<file path="src/rtl/fwpd_pkg.sv">
`timescale 1ns / 1ps
// ----------------------------------------------------------------------------
// fwpd_pkg
// Shared types and constants for the four-wheel PD speed loop.
// ----------------------------------------------------------------------------
package fwpd_pkg;

   localparam int WHEELS    = 4;
   localparam int SPEED_W   = 16;
   localparam int GAIN_W    = 16;
   localparam int LIM_W     = 10;
   localparam int CTRL_W    = 21;
   localparam int CTRL_FRAC = 10;
   localparam int DUTY_W    = 11;
   localparam int CMP_W     = 10;
   localparam int ODO_W     = 48;
   localparam int DUTY_MAX  = 1000;
   localparam int STAGES    = 6;
   localparam int CMD_W     = 2;
   localparam int CSR_IDX_W = 2;
   localparam int CSR_DAT_W = 16;

   localparam logic [CMD_W-1:0] CMD_TICK     = 2'd0;
   localparam logic [CMD_W-1:0] CMD_RAW      = 2'd1;
   localparam logic [CMD_W-1:0] CMD_CLR_CTRL = 2'd2;
   localparam logic [CMD_W-1:0] CMD_CLR_ODO  = 2'd3;

   localparam logic [CSR_IDX_W-1:0] REG_KP   = 2'd0;
   localparam logic [CSR_IDX_W-1:0] REG_KD   = 2'd1;
   localparam logic [CSR_IDX_W-1:0] REG_LIM  = 2'd2;
   localparam logic [CSR_IDX_W-1:0] REG_REVM = 2'd3;

   localparam logic [GAIN_W-1:0] KP_RESET   = 16'd25600;
   localparam logic [GAIN_W-1:0] KD_RESET   = 16'd51200;
   localparam logic [LIM_W-1:0]  LIM_RESET  = 10'd1000;
   localparam logic [WHEELS-1:0] REVM_RESET = 4'd5;

   typedef struct packed {
      logic [CMD_W-1:0]          command;
      logic signed [SPEED_W-1:0] set_lf;
      logic signed [SPEED_W-1:0] set_rf;
      logic signed [SPEED_W-1:0] set_lr;
      logic signed [SPEED_W-1:0] set_rr;
      logic signed [SPEED_W-1:0] meas_lf;
      logic signed [SPEED_W-1:0] meas_rf;
      logic signed [SPEED_W-1:0] meas_lr;
      logic signed [SPEED_W-1:0] meas_rr;
   } fwpd_req_type;

   typedef struct packed {
      logic [CMP_W-1:0]        fwd_lf;
      logic [CMP_W-1:0]        rev_lf;
      logic [CMP_W-1:0]        fwd_rf;
      logic [CMP_W-1:0]        rev_rf;
      logic [CMP_W-1:0]        fwd_lr;
      logic [CMP_W-1:0]        rev_lr;
      logic [CMP_W-1:0]        fwd_rr;
      logic [CMP_W-1:0]        rev_rr;
      logic signed [ODO_W-1:0] distance;
   } fwpd_rsp_type;

   // ld[k]: stage k loads this cycle; cmd[k]: command held in stage k
   // (cmd[0] is the incoming item's command)
   typedef struct packed {
      logic [STAGES:1]                ld;
      logic [STAGES-1:0][CMD_W-1:0]   cmd;
   } fwpd_ctl_type;

endpackage

</file>
<file path="src/rtl/fwpd_lane.sv">
`timescale 1ns / 1ps
// ----------------------------------------------------------------------------
// fwpd_lane
// One wheel: error, PD products, rounding, clamped accumulate, duty apply
// and split into forward/reverse compare values. Six-stage pipeline.
// ----------------------------------------------------------------------------
module fwpd_lane (
   input  logic                                 clock,
   input  logic                                 reset,
   input  fwpd_pkg::fwpd_ctl_type               ctl,
   input  logic [fwpd_pkg::GAIN_W-1:0]          kp_gain,
   input  logic [fwpd_pkg::GAIN_W-1:0]          kd_gain,
   input  logic [fwpd_pkg::LIM_W-1:0]           duty_lim,
   input  logic                                 rev_bit,
   input  logic signed [fwpd_pkg::SPEED_W-1:0]  set_val,
   input  logic signed [fwpd_pkg::SPEED_W-1:0]  speed,
   output logic [fwpd_pkg::CMP_W-1:0]           fwd,
   output logic [fwpd_pkg::CMP_W-1:0]           rev
);
   import fwpd_pkg::*;

   localparam int ERR_W = SPEED_W + 1;
   localparam int DIF_W = SPEED_W + 2;
   localparam int PK_W  = GAIN_W + 1 + ERR_W;
   localparam int PD_W  = GAIN_W + 1 + DIF_W;
   localparam int SUM_W = PD_W + 1;
   localparam int RND_W = SUM_W - 8;
   localparam int DLT_W = RND_W + 1;
   localparam int ACC_W = DLT_W + 1;
   localparam int Q_W   = CTRL_W - CTRL_FRAC;
   localparam int RAW_W = SPEED_W + 1;
   localparam logic signed [RAW_W-1:0] DMAX = RAW_W'(DUTY_MAX);

   // stage 1
   logic signed [ERR_W-1:0]   s1_err_in, s1_err_ff;
   logic signed [DIF_W-1:0]   s1_dif_in, s1_dif_ff;
   logic signed [SPEED_W-1:0] s1_set_ff;
   logic signed [ERR_W-1:0]   prev_in, prev_ff;
   // stage 2
   logic signed [GAIN_W:0]    kps, kds;
   logic signed [PK_W-1:0]    s2_pk_in, s2_pk_ff;
   logic signed [PD_W-1:0]    s2_pd_in, s2_pd_ff;
   logic signed [SPEED_W-1:0] s2_set_ff;
   // stage 3
   logic signed [SUM_W-1:0]   s3_sum_in, s3_sum_ff;
   logic signed [SPEED_W-1:0] s3_set_ff;
   // stage 4
   logic                      rnd_neg;
   logic [SUM_W-1:0]          rnd_mag, rnd_add;
   logic [RND_W-1:0]          rnd_q;
   logic signed [DLT_W-1:0]   s4_dlt_in, s4_dlt_ff;
   logic signed [SPEED_W-1:0] s4_set_ff;
   // stage 5
   logic signed [ACC_W-1:0]   acc_sum, lim_pos, lim_neg, acc_clip;
   logic signed [CTRL_W-1:0]  s5_acc_in, s5_acc_ff;
   logic signed [CTRL_W-1:0]  ctrl_in, ctrl_ff;
   logic signed [SPEED_W-1:0] s5_set_ff;
   // stage 6
   logic                      trn_neg;
   logic [CTRL_W-1:0]         trn_mag;
   logic [Q_W-1:0]            trn_q;
   logic signed [RAW_W-1:0]   dsel, dneg, dclip;
   logic signed [DUTY_W-1:0]  duty_in, duty_ff;
   logic signed [DUTY_W-1:0]  duty_abs;
   logic [CMP_W-1:0]          fwd_in, rev_in, fwd_ff, rev_ff;

   // stage 1: error and error change
   always_comb begin
      s1_err_in = ERR_W'(set_val) - ERR_W'(speed);
      s1_dif_in = DIF_W'(s1_err_in) - DIF_W'(prev_ff);
      prev_in   = prev_ff;
      if (ctl.cmd[0] == CMD_TICK) begin
         prev_in = s1_err_in;
      end else if (ctl.cmd[0] == CMD_CLR_CTRL) begin
         prev_in = '0;
      end
   end

   // stage 2: the two gain products
   always_comb begin
      kps      = $signed({1'b0, kp_gain});
      kds      = $signed({1'b0, kd_gain});
      s2_pk_in = PK_W'(kps) * PK_W'(s1_err_ff);
      s2_pd_in = PD_W'(kds) * PD_W'(s1_dif_ff);
   end

   // stage 3: sum
   assign s3_sum_in = SUM_W'(s2_pk_ff) + SUM_W'(s2_pd_ff);

   // stage 4: drop 8 fraction bits, round half away from zero
   always_comb begin
      rnd_neg   = s3_sum_ff[SUM_W-1];
      rnd_mag   = rnd_neg ? SUM_W'(-s3_sum_ff) : SUM_W'(s3_sum_ff);
      rnd_add   = rnd_mag + SUM_W'(128);
      rnd_q     = rnd_add[SUM_W-1:8];
      s4_dlt_in = rnd_neg ? -$signed({1'b0, rnd_q}) : $signed({1'b0, rnd_q});
   end

   // stage 5: accumulate and clamp
   always_comb begin
      acc_sum  = ACC_W'(ctrl_ff) + ACC_W'(s4_dlt_ff);
      lim_pos  = $signed(ACC_W'({duty_lim, {CTRL_FRAC{1'b0}}}));
      lim_neg  = -lim_pos;
      acc_clip = acc_sum;
      if (acc_sum > lim_pos) begin
         acc_clip = lim_pos;
      end else if (acc_sum < lim_neg) begin
         acc_clip = lim_neg;
      end
      s5_acc_in = acc_clip[CTRL_W-1:0];
      ctrl_in   = ctrl_ff;
      if (ctl.cmd[4] == CMD_TICK) begin
         ctrl_in = s5_acc_in;
      end else if (ctl.cmd[4] == CMD_CLR_CTRL) begin
         ctrl_in = '0;
      end
   end

   // stage 6: integer duty, mounting direction, clamp, split
   always_comb begin
      trn_neg = s5_acc_ff[CTRL_W-1];
      trn_mag = trn_neg ? CTRL_W'(-s5_acc_ff) : CTRL_W'(s5_acc_ff);
      trn_q   = trn_mag[CTRL_W-1:CTRL_FRAC];
      if (ctl.cmd[5] == CMD_RAW) begin
         dsel = RAW_W'(s5_set_ff);
      end else begin
         dsel = trn_neg ? -$signed(RAW_W'(trn_q)) : $signed(RAW_W'(trn_q));
      end
      dneg  = rev_bit ? -dsel : dsel;
      dclip = dneg;
      if (dneg > DMAX) begin
         dclip = DMAX;
      end else if (dneg < -DMAX) begin
         dclip = -DMAX;
      end
      duty_in = duty_ff;
      if (ctl.cmd[5] == CMD_TICK || ctl.cmd[5] == CMD_RAW) begin
         duty_in = dclip[DUTY_W-1:0];
      end
      duty_abs = -duty_in;
      fwd_in   = (duty_in > 0) ? duty_in[CMP_W-1:0] : '0;
      rev_in   = (duty_in < 0) ? duty_abs[CMP_W-1:0] : '0;
   end

   always_ff @(posedge clock) begin
      if (reset) begin
         prev_ff <= '0;
         ctrl_ff <= '0;
         duty_ff <= '0;
      end else begin
         if (ctl.ld[1]) begin
            prev_ff <= prev_in;
         end
         if (ctl.ld[5]) begin
            ctrl_ff <= ctrl_in;
         end
         if (ctl.ld[6]) begin
            duty_ff <= duty_in;
         end
      end
   end

   always_ff @(posedge clock) begin
      if (ctl.ld[1]) begin
         s1_err_ff <= s1_err_in;
         s1_dif_ff <= s1_dif_in;
         s1_set_ff <= set_val;
      end
      if (ctl.ld[2]) begin
         s2_pk_ff  <= s2_pk_in;
         s2_pd_ff  <= s2_pd_in;
         s2_set_ff <= s1_set_ff;
      end
      if (ctl.ld[3]) begin
         s3_sum_ff <= s3_sum_in;
         s3_set_ff <= s2_set_ff;
      end
      if (ctl.ld[4]) begin
         s4_dlt_ff <= s4_dlt_in;
         s4_set_ff <= s3_set_ff;
      end
      if (ctl.ld[5]) begin
         s5_acc_ff <= s5_acc_in;
         s5_set_ff <= s4_set_ff;
      end
      if (ctl.ld[6]) begin
         fwd_ff <= fwd_in;
         rev_ff <= rev_in;
      end
   end

   assign fwd = fwd_ff;
   assign rev = rev_ff;

endmodule

</file>
<file path="config.mk">
export PLATFORM = sky130hd
export DESIGN_NAME = fwpd_lane
export DESIGN_NICKNAME = d
export VERILOG_FILES = /design/src/rtl/fwpd_pkg.sv /design/src/rtl/fwpd_lane.sv
export SDC_FILE = /design/constraint.sdc
export NUM_CORES = 2
export LEC_CHECK = 0
export BUFFER_PORTS_ARGS = -buffer_cell sky130_fd_sc_hd__buf_2
export CORE_UTILIZATION = 36
export CTS_CLUSTER_SIZE = 25
export DETAILED_ROUTE_END_ITERATION = 10
export HOLD_SLACK_MARGIN = 0.06
export SLEW_MARGIN = 15
export SYNTH_ARGS = -nofsm -noshare
export SYNTH_HDL_FRONTEND = slang
export SYNTH_SLANG_ARGS = --single-unit
</file>
<file path="constraint.sdc">
create_clock -name clock -period 9.8 [get_ports clock]
set_input_delay 0.49 -clock clock [delete_from_list [all_inputs] [get_ports clock]]
set_output_delay 0.49 -clock clock [all_outputs]
set_load 0.05 [all_outputs]
</file>
==> impl_metrics.csv <==
group,metric,value,unit
status,status,"complete, no violations",
sta,fin_skew,0.0455,ns
clock_tree,cts_max_level,2,
global_routing,gr-usage-all-layers,17.3,%
yosys,async_reset_ff_share,0,%
worst_hold_path,hold_path_depth,1,
critical_path,slowest_stage,"o311ai_0",
yosys,synth_ff_type,"edfxtp_1",
floorplanning,die_area,0.113,mm²
clock_tree,clockBufferDepth,3,
floorplanning,coreArea,0.111,mm²
clock_tree,hold_buffers,0,
sta,period_needed,7.75,ns
critical_path,slowest_delay,0.84,ns
sta,setup_viol,0,
drt,wire_per_inst,16.6,µm
clock_tree,cts_tree,"yes",
clock_tree,numClockSinks,339,
critical_path,critPathLaunchType,"flip-flop",
drt,wirelength,95800,µm
yosys,ys_warn_count,0,
drt,viasPerCell,5.04,
worst_hold_path,hold_path_end,"s1_set_ff[4]",
global_routing,antenna_found_initial,5,
yosys,avgSynthCellArea,9.52,µm²
placement,placedCellCount,5697,
drt,drt-initial-drc-count,1383,
global_routing,grt_pass1_wl,156000,µm
sta,worst_pin_slew,1.07,ns
critical_path,crit_type,"flip-flop to flip-flop",
sta,drv_slew,0,
sta,fin_crit_sh,79.1,%
yosys,syn_inst,4232,
layout,fillers,11200,
floorplanning,die_w,336,µm
floorplanning,initial_utilization,36.3,%
layout,diodes,0,
sta,relSlewSlack,28.9,%
global_routing,grt_pass1_vias,29600,
placement,post-place-ws,2.09,ns
sta,grt_setup_unrepaired,"no",
yosys,yosysUniqueCellTypes,87,
layout,fin_cells,5765,
drt,route.vias.total,29100,
clock_tree,clk-insertion-delay-late,0.57,ns
critical_path,r2r_setup_slack,2.05,ns
clock_tree,path_clk_slew,0.06,ns
layout,syn_to_final_growth,7.89,%
clock_tree,post_cts_resized,0,
floorplanning,row_count,122,
global_routing,grt_overflow,0,
placement,dp_hpwl,76300,µm
sta,hold_viol_final,0,
placement,gp_congestion,0.851,
sta,fmax,129,MHz
floorplanning,die_h,336,µm
drt,drtAntennaViolNets,0,
critical_path,cp.required,10.11,ns
layout,drive_gt1_share,5.40,%
critical_path,r2r-end,"s2_pk_ff[33]",
worst_hold_path,min_path_type,"primary input to flip-flop",
drt,drc,0,
critical_path,path_max_fanout,16,
yosys,syn_nets,5183,
clock_tree,cts_made_buffers,38,
critical_path,worstSetupEndpointType,"flip-flop",
flow_run,drv_cap,0,
worst_hold_path,hold_path_startpoint,"set_val[4]",
critical_path,cp.arrival,8.06,ns
sta,whs,0.114,ns
yosys,synth_area,0.0403,mm²
global_routing,grt_max_degree,67,
yosys,ys_ff_latch,339,
sta,tns,0,ns
sta,setup_slack,2.05,ns
critical_path,crit_top_cell,"inv_1",
placement,portBuffers,108,
floorplanning,io_pins,115,
drt,first_pass_iters,5,
critical_path,r2r_cells,26,
yosys,synth_seq_area_share,24.1,%
critical_path,r2r-start,"s1_err_ff[7]",
clock_tree,post-cts-setup-buffers,0,
yosys,synth-edff-count,290,
layout,final_nets,5200,
clock_tree,root_buffer,"clkbuf_16",
## synth_stat cells, drive strengths merged, types with 7 or more instances
library cell,instances,area [µm²]
mux2,7,78.8
o211ai,17,128
nand2,458,1720
a22o,18,158
nor3b,9,67.6
a31oi,30,188
nor2b,34,213
a22oi,21,158
dfxtp,49,981
or3,31,194
a311o,7,70.1
nor2,243,912
buf,10,60.1
nand4,20,125
and2,256,1600
and3,26,163
a21boi,19,143
nor4,24,196
ha,350,4380
o31ai,30,230
o21ai,117,586
mux2i,19,190
xor2,48,420
inv,707,2650
a21o,26,195
nand2b,46,288
xnor2,171,1500
or4,15,120
a21oi,145,726
o41ai,13,121
a32oi,7,61.3
clkbuf,133,499
nor3,76,392
a211oi,35,273
or2,21,131
fa,506,10100
nand3,49,245
and4,7,61.3
edfxtp,290,8710
o31a,8,70.1
nor4b,8,70.1
o21a,41,308
## per-layer routing
layer	global-route usage (%)	wire (µm)	vias to the layer above	share of wire (%)
li1	-	-	14000	-
met1	22.8	42900	14500	45
met2	30.7	47500	514	50
met3	1.78	3720	103	3.9
met4	3.75	1730	0	1.8
met5	0	0	-	0
## through the flow
step / cell area (µm²) / util (%)
6_report: 43500 / 39.2
5_1_grt: 43500 / 39.2
4_1_cts: 43500 / 39.2
3_5_place_dp: 42200 / 38.1
3_3_place_gp: 42200 / 38.1
2_1_floorplan: 40300 / -
## critical path: cells and delay by family, from the launching register on
kind	cells	cell delay (ns)
xor+xnor	1	0.09
fa+ha+maj	7	2.81
flops	1	0.79
simple gates	2	0.61
buf+inv	5	0.26
compound gates	11	2.95
## registers in the layout, summed over array words and instances (netlist names), 11 cells and up
name	flops
s1_set_ff	16
s5_acc_ff	21
s1_dif_ff	18
s4_set_ff	16
s2_pk_ff	34
s2_set_ff	16
s1_err_ff	17
s2_pd_ff	35
prev_ff	17
duty_ff	11
s3_sum_ff	36
ctrl_ff	21
s3_set_ff	16
s5_set_ff	16
s4_dlt_ff	29
## layout make-up
type	instances	area (µm²)	area share (%)
tap	1488	1860	4.28
clock buffer	45	1020	2.34
inverter	708	2660	6.12
multi-input combinational	3042	27400	63.0
clock inverter	23	225	0.518
timing repair buffer	120	633	1.46
sequential	339	9690	22.3
## worst max path at each step
stage	startpoint	end	slack, ns
after CTS	s1_dif_ff[7]	s2_pd_ff[31]	2.09
after global placement	s1_dif_ff[7]	s2_pd_ff[32]	2.14
after detailed placement	s1_dif_ff[7]	s2_pd_ff[31]	2.09
final	s1_err_ff[7]	s2_pk_ff[33]	2.05
after floorplan	kd_gain[7]	s2_pd_ff[31]	2.59
after global routing	s5_acc_ff[0]	fwd[0]	1.35
## logic make-up after synthesis
family / after synthesis / synth area share (%)
compound gates: 608 / 10.1
xor+xnor: 219 / 4.76
fa+ha+maj: 857 / 36.1
buf+inv: 851 / 7.99
flops: 339 / 24.1
mux: 26 / 0.668
simple gates: 1332 / 16.3
## cells in the final DEF (no fill, tap or decap), types with 29 or more instances in the layout
| master | netlist | routed |
|---|---|---|
| xor2_1 | 48 | 48 |
| edfxtp_1 | 290 | 290 |
| nand3_1 | 49 | 49 |
| buf_2 | 3 | 107 |
| nor3_1 | 75 | 75 |
| a211oi_1 | 33 | 33 |
| nor2b_1 | 34 | 34 |
| xnor2_1 | 171 | 171 |
| o21ai_0 | 115 | 115 |
| nand2b_1 | 46 | 46 |
| o31ai_1 | 29 | 29 |
| clkbuf_16 | 0 | 39 |
| or3_1 | 31 | 31 |
| ha_1 | 350 | 350 |
| dfxtp_1 | 49 | 49 |
| inv_1 | 707 | 707 |
| nor2_1 | 243 | 243 |
| nand2_1 | 457 | 457 |
| a21oi_1 | 145 | 145 |
| and2_1 | 256 | 256 |
| a31oi_1 | 30 | 30 |
| o21a_1 | 41 | 41 |
| fa_1 | 506 | 506 |
Power is left out: the tool's default activity adds up to more than one toggle a clock period on the data nets, which glitch-free logic cannot reach.
