==> src/rtl/fwpd_pkg.sv <==
`timescale 1ns / 1ps
// ----------------------------------------------------------------------------
// fwpd_pkg
// Shared types and constants for the four-wheel PD speed loop.
// ----------------------------------------------------------------------------
package fwpd_pkg;

   localparam int WHEELS    = 4;
   localparam int SPEED_W   = 16;
   localparam int GAIN_W    = 16;
   localparam int LIM_W     = 10;
   localparam int CTRL_W    = 21;
   localparam int CTRL_FRAC = 10;
   localparam int DUTY_W    = 11;
   localparam int CMP_W     = 10;
   localparam int ODO_W     = 48;
   localparam int DUTY_MAX  = 1000;
   localparam int STAGES    = 6;
   localparam int CMD_W     = 2;
   localparam int CSR_IDX_W = 2;
   localparam int CSR_DAT_W = 16;

   localparam logic [CMD_W-1:0] CMD_TICK     = 2'd0;
   localparam logic [CMD_W-1:0] CMD_RAW      = 2'd1;
   localparam logic [CMD_W-1:0] CMD_CLR_CTRL = 2'd2;
   localparam logic [CMD_W-1:0] CMD_CLR_ODO  = 2'd3;

   localparam logic [CSR_IDX_W-1:0] REG_KP   = 2'd0;
   localparam logic [CSR_IDX_W-1:0] REG_KD   = 2'd1;
   localparam logic [CSR_IDX_W-1:0] REG_LIM  = 2'd2;
   localparam logic [CSR_IDX_W-1:0] REG_REVM = 2'd3;

   localparam logic [GAIN_W-1:0] KP_RESET   = 16'd25600;
   localparam logic [GAIN_W-1:0] KD_RESET   = 16'd51200;
   localparam logic [LIM_W-1:0]  LIM_RESET  = 10'd1000;
   localparam logic [WHEELS-1:0] REVM_RESET = 4'd5;

   typedef struct packed {
      logic [CMD_W-1:0]          command;
      logic signed [SPEED_W-1:0] set_lf;
      logic signed [SPEED_W-1:0] set_rf;
      logic signed [SPEED_W-1:0] set_lr;
      logic signed [SPEED_W-1:0] set_rr;
      logic signed [SPEED_W-1:0] meas_lf;
      logic signed [SPEED_W-1:0] meas_rf;
      logic signed [SPEED_W-1:0] meas_lr;
      logic signed [SPEED_W-1:0] meas_rr;
   } fwpd_req_type;

   typedef struct packed {
      logic [CMP_W-1:0]        fwd_lf;
      logic [CMP_W-1:0]        rev_lf;
      logic [CMP_W-1:0]        fwd_rf;
      logic [CMP_W-1:0]        rev_rf;
      logic [CMP_W-1:0]        fwd_lr;
      logic [CMP_W-1:0]        rev_lr;
      logic [CMP_W-1:0]        fwd_rr;
      logic [CMP_W-1:0]        rev_rr;
      logic signed [ODO_W-1:0] distance;
   } fwpd_rsp_type;

   // ld[k]: stage k loads this cycle; cmd[k]: command held in stage k
   // (cmd[0] is the incoming item's command)
   typedef struct packed {
      logic [STAGES:1]                ld;
      logic [STAGES-1:0][CMD_W-1:0]   cmd;
   } fwpd_ctl_type;

endpackage

==> src/rtl/fwpd_odo.sv <==
`timescale 1ns / 1ps
// ----------------------------------------------------------------------------
// fwpd_odo
// Merge stage: sums the wheel speeds of a tick and advances the wrapping
// odometer in the last stage, in item order with the lanes.
// ----------------------------------------------------------------------------
module fwpd_odo (
   input  logic                                              clock,
   input  logic                                              reset,
   input  fwpd_pkg::fwpd_ctl_type                            ctl,
   input  logic [fwpd_pkg::WHEELS-1:0][fwpd_pkg::SPEED_W-1:0] speed,
   output logic signed [fwpd_pkg::ODO_W-1:0]                 distance
);
   import fwpd_pkg::*;

   localparam int SUM_W = SPEED_W + $clog2(WHEELS) + 1;

   logic signed [SUM_W-1:0] sum_in;
   logic signed [SUM_W-1:0] s1_sum_ff, s2_sum_ff, s3_sum_ff, s4_sum_ff, s5_sum_ff;
   logic signed [ODO_W-1:0] odo_in, odo_ff;

   always_comb begin
      sum_in = '0;
      for (int w = 0; w < WHEELS; w++) begin
         sum_in = sum_in + SUM_W'($signed(speed[w]));
      end
   end

   always_comb begin
      odo_in = odo_ff;
      if (ctl.cmd[5] == CMD_TICK) begin
         odo_in = odo_ff + ODO_W'(s5_sum_ff);
      end else if (ctl.cmd[5] == CMD_CLR_ODO) begin
         odo_in = '0;
      end
   end

   always_ff @(posedge clock) begin
      if (reset) begin
         odo_ff <= '0;
      end else if (ctl.ld[6]) begin
         odo_ff <= odo_in;
      end
   end

   always_ff @(posedge clock) begin
      if (ctl.ld[1]) begin
         s1_sum_ff <= sum_in;
      end
      if (ctl.ld[2]) begin
         s2_sum_ff <= s1_sum_ff;
      end
      if (ctl.ld[3]) begin
         s3_sum_ff <= s2_sum_ff;
      end
      if (ctl.ld[4]) begin
         s4_sum_ff <= s3_sum_ff;
      end
      if (ctl.ld[5]) begin
         s5_sum_ff <= s4_sum_ff;
      end
   end

   // odo_ff changes only when the output stage loads, so it is the result
   assign distance = odo_ff;

endmodule

==> config.mk <==
export PLATFORM = sky130hd
export DESIGN_NAME = fwpd_odo
export DESIGN_NICKNAME = d
export VERILOG_FILES = /design/src/rtl/fwpd_pkg.sv /design/src/rtl/fwpd_odo.sv
export SDC_FILE = /design/constraint.sdc
export NUM_CORES = 1
export LEC_CHECK = 0
export BUFFER_PORTS_ARGS = -buffer_cell sky130_fd_sc_hd__clkbuf_2
export CAP_MARGIN = 20
export CORE_ASPECT_RATIO = 0.9
export CORE_UTILIZATION = 40
export DETAILED_ROUTE_END_ITERATION = 8
export GPL_TIMING_DRIVEN = 1
export MAX_ROUTING_LAYER = met4
export PLACE_DENSITY = 0.64
export SYNTH_ARGS = -nofsm -noshare
export SYNTH_HDL_FRONTEND = slang
export SYNTH_SLANG_ARGS = --single-unit
==> constraint.sdc <==
create_clock -name clock -period 5 [get_ports clock]
set_input_delay 1 -clock clock [delete_from_list [all_inputs] [get_ports clock]]
set_output_delay 1 -clock clock [all_outputs]
set_load 0.005 [all_outputs]
==> impl_metrics.tcl, run 1 <==
set metrics [dict create \
    outcome "complete, no violations" \
    die_x_um 159 \
    worst_pin_slew_ns 0.889 \
    synth.distinct_cells 67 \
    cts_tree "yes" \
    synth-seq-cells 143 \
    ys_async_sr_fraction_pct 0 \
    grt-ovfl-total 0 \
    io_pins 132 \
    num_vias 6431 \
    synth_edf_count 95 \
    cts_root_buffer "clkbuf_16" \
    fin_crit_ns 4.22 \
    ctsResizeCount 0 \
    rsz0062_at_grt "no" \
    postCtsSetupBuffers 0 \
    synthCells 871 \
    crit_path_end_kind "register" \
    dp_slack_ns 0.348 \
    maxCapViolCount 0 \
    ir_drop_v 0.000233 \
    cts_inserted_buffers 17 \
    startpoint_type "primary input" \
    final.setup.tns_ns 0 \
    syn_to_final_growth_pct 17.0 \
    sequentialPowerShare_pct 43.7 \
    start_util_pct 40.9 \
    critical_path_class "in2reg" \
    switching_share_pct 28.4 \
    synth_top_cells_by_area "edfxtp_1 (32%), dfxtp_1 (11%), ha_1 (9.3%), fa_1 (7.6%), inv_1 (5.1%)" \
    ys_seq_area_share_pct 42.8 \
    ant_nets 0 \
    crit_arrival_ns 4.40 \
    syn_area_per_cell_um2 10.2 \
    synth.net_count 1055 \
    worstPathRequired_ns 5.18 \
    finClkSkew_ns 0.00711 \
    drive_gt1_share_pct 18.5 \
    slowest_stage "fa_1" \
    wl_per_cell_um 13.2 \
    viasPerCell 4.96 \
    p_clk_share_pct 35.3 \
    crit_start "speed[1]" \
    grt_pass1_vias 6331 \
    fin_crit_sh_pct 84.5 \
    crit_chain "clkbuf_2, fa_1, fa_1, ha_1, inv_1, fa_1, nor2b_1, o21ai_0, a21boi_1, o21ai_0, a21boi_1, o21bai_1, a31oi_1, a211o_1, a21oi_1, xnor2_1" \
    r2r_start "s5_sum_ff[18]" \
    timing.final.ws_setup_ns 0.777 \
    clk_pin_slew_ns 0.07 \
    hpwl_um 13100 \
    synth_warnings 0 \
    io_buffers 121 \
    powerDensity_mw_per_mm2 342 \
    drt_iter0_drc 413 \
    yosys.area.top_type_share_pct 32.0 \
    critical_path.max_stage_delay_ns 0.52 \
    drc 0 \
    antenna_found_initial 0 \
    grt_max_degree 34 \
    hp-start "s1_sum_ff[1]" \
    slew_viol_final 0 \
    die_h_um 144 \
    core_area_mm2 0.0218 \
    synth_area_mm2 0.00890 \
    p_switching_mw 1.01 \
    hold_viol 0 \
    fp-row-count 51 \
    gp_congestion 0.848 \
    drt-pass1-iter-count 4 \
    synth_most_common_cell "inv_1" \
    ys.flop_type "edfxtp_1" \
    nNetsFinal 1176 \
    clock_path_buffers 2 \
    ys_top_cells_by_count "inv_1 (120), edfxtp_1 (95), ha_1 (66)" \
    internal-power_mw 2.55 \
    max_slew_margin_pct 40.7 \
    hold_path_class "reg2reg" \
    p_leak_nw 4.77 \
    cts_hold_buf 0 \
    pwr-share-comb_pct 21.0 \
    whs_ns 0.416 \
    utilization_pct 47.8 \
    antenna_cells 0 \
    clock_latency_ns 0.42 \
    worstPathMaxFanout 3 \
    routed_wl_um 17100 \
    cp_common_cell "fa_1" \
    grt_usage_pct 16.5 \
    clock-sinks 143 \
    fmax_mhz 237 \
    dieArea_mm2 0.0229 \
    r2r_setup_slack_ns 1.40 \
    cts.htree.levels 4 \
    grt_first_pass_wirelength_um 29400 \
    setup_viol 0 \
    yosysTopAreaCell "edfxtp_1" \
]
worst max-delay path, delay by kind of cell:
kind / cells / cell delay, ns
and+or+nand+nor: 1 / 0.13
adders and majority gates: 4 / 1.59
xor gates and xnor gates: 1 / 0.12
buffers and inverters: 2 / 0.15
AOI/OAI and AO/OA: 8 / 1.41
metal layers:
| layer | part of all wire (%) | track usage [%] | vias to the layer above | wire length, um |
|---|---|---|---|---|
| met4 | 1.9 | 6.17 | 0 | 321 |
| met1 | 49 | 20.4 | 2969 | 8280 |
| met2 | 47 | 27.4 | 120 | 7980 |
| li1 | - | - | 3320 | - |
| met3 | 2.8 | 2.83 | 22 | 472 |
| met5 | 0 | - | - | 0 |
registers in the layout, summed over array words and instances, names as in the netlist:
signal / flops
s5_sum_ff: 19
s4_sum_ff: 19
s1_sum_ff: 19
s2_sum_ff: 19
s3_sum_ff: 19
distance: 48
power groups by stage:
stage | combinational [mW] | sequential, mW | clock, mW
CTS | 0.755 | 1.56 | 1.30
floorplan | 0.576 | 1.57 | 0
detailed placement | 0.751 | 1.58 | 0
global route | 0.863 | 1.58 | 1.35
global placement | 0.735 | 1.57 | 0
finish | 0.750 | 1.56 | 1.26
cell usage in the layout (no fill, tap or decap), types with 8 or more instances in the layout:
| cell | synthesis | routed |
|---|---|---|
| nor2_1 | 53 | 52 |
| o21bai_1 | 10 | 10 |
| nand3_1 | 15 | 15 |
| edfxtp_1 | 95 | 95 |
| xor2_1 | 17 | 17 |
| clkbuf_16 | 0 | 17 |
| ha_1 | 66 | 66 |
| nand4_1 | 12 | 12 |
| nand2_1 | 63 | 63 |
| nand2b_1 | 8 | 8 |
| a22oi_1 | 17 | 17 |
| inv_1 | 120 | 120 |
| dfxtp_1 | 48 | 48 |
| fa_1 | 34 | 34 |
| a21o_1 | 22 | 22 |
| a21oi_1 | 64 | 64 |
| o21ai_0 | 42 | 42 |
| xnor2_1 | 30 | 30 |
| nor2b_1 | 10 | 10 |
| clkbuf_2 | 0 | 121 |
| o21ai_1 | 13 | 13 |
kinds of logic (layout without fill, tap and decap cells):
group           count (synthesis)  after routing  share of synthesized area [%]
compound gates                238            238                           18.7
simple gates                  197            197                           10.6
buf+inv                       144            278                           6.14
flops                         143            143                           42.8
fa+ha+maj                     100            100                           16.9
xor+xnor                       47             47                           4.62
mux                             2              2                          0.225
final cells by class:
type	instances	area [um^2]
clock buffers	17	425
clock inverters	15	171
fillers	2013	11300
inverters	120	450
multi-input cells	584	4540
flip-flops and latches	143	3810
well taps	291	364
repair buffers	126	643
final timing paths:
| kind | to | depth (start not counted) |
|---|---|---|
| worst max-delay path | s1_sum_ff[17] | 16 |
| worst min-delay path | s2_sum_ff[1] | 0 |
| worst max register to register | distance[47] | 11 |
| worst min register to register | s2_sum_ff[1] | 0 |
per-stage QoR:
stage | power, mW | instance area, um^2 | cells
after detailed placement | 2.33 | 9810 | 1264
after CTS | 3.61 | 10400 | 1296
after floorplan | 2.14 | 8900 | 871
after global placement | 2.31 | 9810 | 1264
after global routing | 3.79 | 10400 | 1296
final | 3.57 | 10400 | 1296
Power figures use the tool's default switching activity.
==> run 2, diff against run 1 <==
--- a/config.mk
+++ b/config.mk
@@ -5,6 +5,7 @@
 export SDC_FILE = /design/constraint.sdc
 export NUM_CORES = 1
 export LEC_CHECK = 0
+export ABC_AREA = 1
 export BUFFER_PORTS_ARGS = -buffer_cell sky130_fd_sc_hd__clkbuf_2
 export CAP_MARGIN = 20
 export CORE_ASPECT_RATIO = 0.9
==> constraint.sdc (replaced) <==
create_clock -name clock -period 4 [get_ports clock]
set_input_delay 0.8 -clock clock [delete_from_list [all_inputs] [get_ports clock]]
set_output_delay 0.8 -clock clock [all_outputs]
set_load 0.005 [all_outputs]
==> run 2 against run 1 <==
- cell area rose by 16%
- clock power rose by 29%
- utilization decreased by 0.24 points
- area after synthesis is 17% higher
- final cell count rose by 49%
- worst hold slack worse by 0.0031 ns
- critical path type unchanged
- largest cell class unchanged
==> impl_metrics.tcl, run 2 <==
set metrics [dict create \
    fin_crit_sh_pct 81.7 \
    grt_max_degree 27 \
    grt_usage_pct 21.0 \
    antenna_cells 0 \
    rsz0062_at_grt "no" \
    ir_drop_v 0.000273 \
    drive_gt1_share_pct 12.9 \
    startpoint_type "primary input" \
    dieArea_mm2 0.0267 \
    clk_pin_slew_ns 0.07 \
    synth_warnings 0 \
    slew_viol_final 0 \
    critical_path.max_stage_delay_ns 0.52 \
    start_util_pct 41.1 \
    maxCapViolCount 0 \
    yosysTopAreaCell "edfxtp_1" \
    fin_crit_ns 3.27 \
    die_x_um 172 \
    synth_area_mm2 0.0104 \
    hold_viol 0 \
    total_power_mw 4.64 \
    worstPathMaxFanout 4 \
    setup_viol 0 \
    cts_tree "yes" \
    r2r_end "distance[36]" \
    hold_path_class "reg2reg" \
    powerDensity_mw_per_mm2 385 \
    ys_async_sr_fraction_pct 0 \
    finClkSkew_ns 0.0130 \
    r2r_start "s5_sum_ff[18]" \
    slowest_stage "fa_1" \
    wl_per_cell_um 13.5 \
    cts_hold_buf 0 \
    hp-start "s4_sum_ff[18]" \
    final_common_cell "nand2_1" \
    io_buffers 121 \
    largest_register_ffs 48 \
    synth-seq-cells 143 \
    synth_most_common_cell "nand2_1" \
    die_h_um 155 \
    hpwl_um 21200 \
    crit_chain "clkbuf_2, fa_1, fa_1, ha_1, inv_1, fa_1, o21ai_1, a21oi_1, o21ai_2, a21oi_1, xnor2_1" \
    fp-row-count 55 \
    cts_inserted_buffers 17 \
    io_pins 132 \
    viasPerCell 4.68 \
    grt_first_pass_wirelength_um 41700 \
    synthMuxAreaShare_pct 0 \
    synth_edf_count 95 \
    ys_top_cells_by_count "nand2_1 (470), inv_1 (329), a21oi_1 (106)" \
    gp_congestion 0.966 \
    nNetsFinal 1756 \
    crit_arrival_ns 3.45 \
    synth_top_family_by_area "simple AND/OR/NAND/NOR gates" \
    grt-ovfl-total 0 \
    syn_to_final_growth_pct 15.8 \
    clock-sinks 143 \
    core_area_mm2 0.0253 \
    drt_iter0_drc 494 \
    cp_common_cell "fa_1" \
    worstRegToRegCells 10 \
    grt_pass1_vias 8386 \
    fmax_mhz 306 \
    drc 0 \
    ctsResizeCount 0 \
    cts.htree.levels 4 \
    num_vias 9024 \
    crit_path_end_kind "register" \
    holdPathStages 0 \
    synth_top_cells_by_area "edfxtp_1 (27%), nand2_1 (17%), inv_1 (12%), dfxtp_1 (9.2%), ha_1 (7.9%)" \
    stdcell_count 1927 \
    timing.final.ws_setup_ns 0.731 \
    synth_xor_area_share_pct 1.35 \
    synth.net_count 1622 \
    layout_common_cells "nand2_1 (470), inv_1 (329), clkbuf_2 (121), a21oi_1 (106), edfxtp_1 (95)" \
    yosys.area.top_type_share_pct 27.4 \
    whs_endpoint "s5_sum_ff[18]" \
    routed_wl_um 26100 \
    syn_area_per_cell_um2 7.24 \
    outcome "complete, no violations" \
    ys_seq_area_share_pct 36.6 \
    p_leak_nw 6.31 \
    final.setup.tns_ns 0 \
    dp_slack_ns 0.274 \
    antenna_found_initial 0 \
    synthAdderAreaFrac_pct 14.5 \
    placed_cells_incl_taps 1895 \
    ant_nets 0 \
    clock_latency_ns 0.43 \
    yosys.area_share.simple_pct 27.7 \
    synth_compound_area_share_pct 7.28 \
    max_slew_margin_pct 39.9 \
    r2r_setup_slack_ns 1.07 \
    drt-pass1-iter-count 5 \
    synth.distinct_cells 37 \
    whs_ns 0.413 \
    worst_pin_slew_ns 0.901 \
    synthCells 1438 \
    ys.flop_type "edfxtp_1" \
    cts_root_buffer "clkbuf_16" \
    postCtsSetupBuffers 0 \
    critical_path_class "in2reg" \
    clock_path_buffers 2 \
    worstPathRequired_ns 4.18 \
]
## run 2: cell types whose count changed after synthesis, moves of 20 or more
cell     previous run  this run
a21oi_1            64       106
xnor2_1            30         6
nand2_1            63       470
nand3_1            15        71
inv_1             120       329
nor2_1             53        82
o21ai_0            42        22
## run 2: per-stage QoR
step           util (%)  cell area, um^2
3_5_place_dp       45.2            11400
2_1_floorplan         -            10400
5_1_grt            47.6            12100
3_3_place_gp       45.1            11400
4_1_cts            47.6            12100
6_report           47.6            12100
## run 2: worst max-delay path, delay by kind of cell
| family | cells | cell delay, ns |
|---|---|---|
| adder cells (fa/ha/maj) | 4 | 1.58 |
| AO/OA/AOI/OAI | 4 | 0.77 |
| XOR/XNOR | 1 | 0.13 |
| buffers and inverters | 2 | 0.16 |
## run 2: cell type report
class	instances	area (um^2)
Clock buffer	17	425
Clock inverter	15	180
Fill cell	2610	13300
Inverter	331	1240
Multi-Input combinational cell	950	5290
Sequential cell	143	3810
Tap cell	342	428
Timing Repair Buffer	129	678
## run 2: logic make-up after synthesis
kind of cell    after synthesis
simple gates                690
buf+inv                     345
compound gates              144
flops                       143
fa+ha+maj                   100
xor+xnor                     16
## run 2: how the worst max path moves through the flow
stage	start	end	slack, ns	depth (start not counted)
floorplan	speed[1]	s1_sum_ff[13]	0.62	10
global placement	speed[1]	s1_sum_ff[13]	0.31	11
detailed placement	speed[1]	s1_sum_ff[17]	0.27	12
CTS	speed[1]	s1_sum_ff[13]	0.74	11
global route	speed[1]	s1_sum_ff[17]	0.52	12
finish	speed[1]	s1_sum_ff[13]	0.73	11
## run 2: power by group
group	switching, mW	internal (mW)
clock network	0.772	0.849
logic	0.651	0.408
registers	0.0679	1.89
total	1.49	3.15
## run 2: metal layers
layer  part of all wire, %  track usage (%)  routed length, um
met1                    48             27.4              12500
met2                    46             34.3              12000
met3                   3.8             2.26               1000
met4                   2.1             6.62                536
met5                     0                -                  0
==> run 3, diff against run 2 <==
==> constraint.sdc (replaced) <==
create_clock -name clock -period 3.05 [get_ports clock]
set_input_delay 0.61 -clock clock [delete_from_list [all_inputs] [get_ports clock]]
set_output_delay 0.61 -clock clock [all_outputs]
set_load 0.005 [all_outputs]
==> run 3 against run 2 <==
- cell area increased by 2.5%
- power is 36% higher
- clock-buffer cell count stayed put
- sequential cell count is the same
- routed wire length is 1.4% lower
- final cell count increased by 1.9%
- via count rose by 0.23%
- critical endpoint is now s1_sum_ff[14]
- highest routed layer unchanged
==> impl_metrics.tcl, run 3 (synthesized netlist as in run 2, its figures left out) <==
set metrics [dict create \
    outcome "complete, no violations" \
    slew_viol_final 0 \
    syn_to_final_growth_pct 18.8 \
    layout_common_cells "nand2_1 (470), inv_1 (329), clkbuf_2 (121), a21oi_1 (105), edfxtp_1 (95)" \
    clock_latency_ns 0.42 \
    grt_max_degree 49 \
    io_buffers 121 \
    grt_pass1_vias 8125 \
    route.met2.wl_um 12000 \
    dp_slack_ns -0.271 \
    fp-row-count 55 \
    num_vias 9045 \
    crit_chain "clkbuf_2, inv_1, fa_1, fa_1, inv_1, ha_1, nand2_1, nor2_1, nand4_1, o21ai_1, a21oi_1, xnor2_1" \
    core_area_mm2 0.0253 \
    cts_inserted_buffers 17 \
    fin_crit_sh_pct 93.4 \
    cts_tree "yes" \
    crit_start "speed[6]" \
    clock_path_buffers 2 \
    startpoint_type "primary input" \
    r2r_end "distance[35]" \
    wl_per_cell_um 13.1 \
    utilization_pct 48.8 \
    cts_hold_buf 0 \
    largest_register_ffs 48 \
    drc 0 \
    hpwl_um 21000 \
    wl_met3_um 1010 \
    drt_iter0_drc 495 \
    cp_top_family "adder cells" \
    p_leak_nw 6.50 \
    ir_drop_v 0.000471 \
    grt-ovfl-total 0 \
    worstPathMaxFanout 4 \
    fin_crit_ns 2.85 \
    holdPathStages 0 \
    cts_root_buffer "clkbuf_16" \
    r2r_start "s5_sum_ff[18]" \
    total_power_mw 6.32 \
    max_slew_margin_pct 52.4 \
    setup_viol 0 \
    hold_path_class "reg2reg" \
    dieArea_mm2 0.0267 \
    nFillCells 2581 \
    die_x_um 172 \
    antenna_cells 0 \
    routed_wl_um 25700 \
    slowest_stage "fa_1" \
    hold_viol 0 \
    r2r_setup_slack_ns 0.64 \
    cp-endpoint "s1_sum_ff[14]" \
    fmax_mhz 351 \
    final_common_cell "nand2_1" \
    powerDensity_mw_per_mm2 511 \
    worstRegToRegCells 13 \
    antenna_found_initial 0 \
    crit_path_end_kind "register" \
    drt-pass1-iter-count 5 \
    cts.htree.levels 4 \
    gp_congestion 0.974 \
    timing.final.ws_setup_ns 0.203 \
    grt_first_pass_wirelength_um 40900 \
    cp_num_buf_inv 3 \
    drive_gt1_share_pct 15.2 \
    path_depth 12 \
    rsz0062_at_grt "yes" \
    whs_ns 0.415 \
    viasPerCell 4.61 \
    ant_nets 0 \
    critical_path.max_stage_delay_ns 0.52 \
    finClkSkew_ns 0.0117 \
    die_h_um 155 \
    start_util_pct 41.1 \
    clock-sinks 143 \
    grt_usage_pct 20.6 \
    routed.top_layer "met4" \
    maxCapViolCount 0 \
    crit_arrival_ns 3.03 \
    worstPathRequired_ns 3.23 \
    clk_pin_slew_ns 0.07 \
    nNetsFinal 1793 \
    worst_pin_slew_ns 0.714 \
    wl_met1_um 12500 \
    io_pins 132 \
    critical_path_class "in2reg" \
]
-- run 3: changes by cell type in the layout (fill, tap and decap cells not counted), sizes merged --
cell / delta
buf: +37
-- run 3: power breakdown --
group	internal, mW	switching, mW
Clock	1.11	0.996
Sequential	2.48	0.0768
Combinational	0.742	0.917
Total	4.33	1.99
-- run 3: final cells by class --
cell class / count / area (um^2) / share of cell area [%]
multi-input cells: 950 / 5310 / 42.9
flip-flops and latches: 143 / 3810 / 30.9
inverters: 331 / 1240 / 10.1
repair buffers: 166 / 968 / 7.83
well taps: 342 / 428 / 3.46
clock buffers: 17 / 425 / 3.44
clock inverters: 15 / 178 / 1.44
-- run 3: worst reg2reg max path: stages, from the launching register on --
cell and delay, ns:
edfxtp_1 0.41, buf_12 0.19, ha_1 0.40, nand2_1 0.12, nor2_2 0.14, inv_1 0.08
nor2_4 0.14, nand4_1 0.10, nand3_1 0.28, nand2_1 0.16, nand2_1 0.09, nand2_1 0.05
nand3_1 0.06, a21oi_1 0.06
-- run 3: how the worst min path moves through the flow --
| stage | startpoint | to |
|---|---|---|
| floorplan | s1_sum_ff[0] | s2_sum_ff[0] |
| global placement | s1_sum_ff[10] | s2_sum_ff[10] |
| detailed placement | s1_sum_ff[2] | s2_sum_ff[2] |
| CTS | s4_sum_ff[6] | s5_sum_ff[6] |
| global route | s1_sum_ff[4] | s2_sum_ff[4] |
| finish | s4_sum_ff[6] | s5_sum_ff[6] |
-- run 3: routing by layer --
metal / global-route usage [%] / up-vias
met1: 27.2 / 4033
li1: - / 4805
met5: - / -
met2: 33.7 / 191
met4: 4.64 / 0
met3: 2.42 / 16
-- run 3: what timing repair did --
action / in CTS / in global routing
endpoints found under the setup margin: 0 / 3
buffers inserted: 0 / 0
gates resized for setup: 0 / 1
-- run 3: metrics by stage --
stage               instance area (um^2)  cells  setup TNS, ns
detailed placement                 11800   1932          -2.44
floorplan                          10400   1438         -0.109
finish                             12400   1964              0
global route                       12400   1964       -0.00591
global placement                   11800   1932          -2.05
CTS                                12400   1964              0
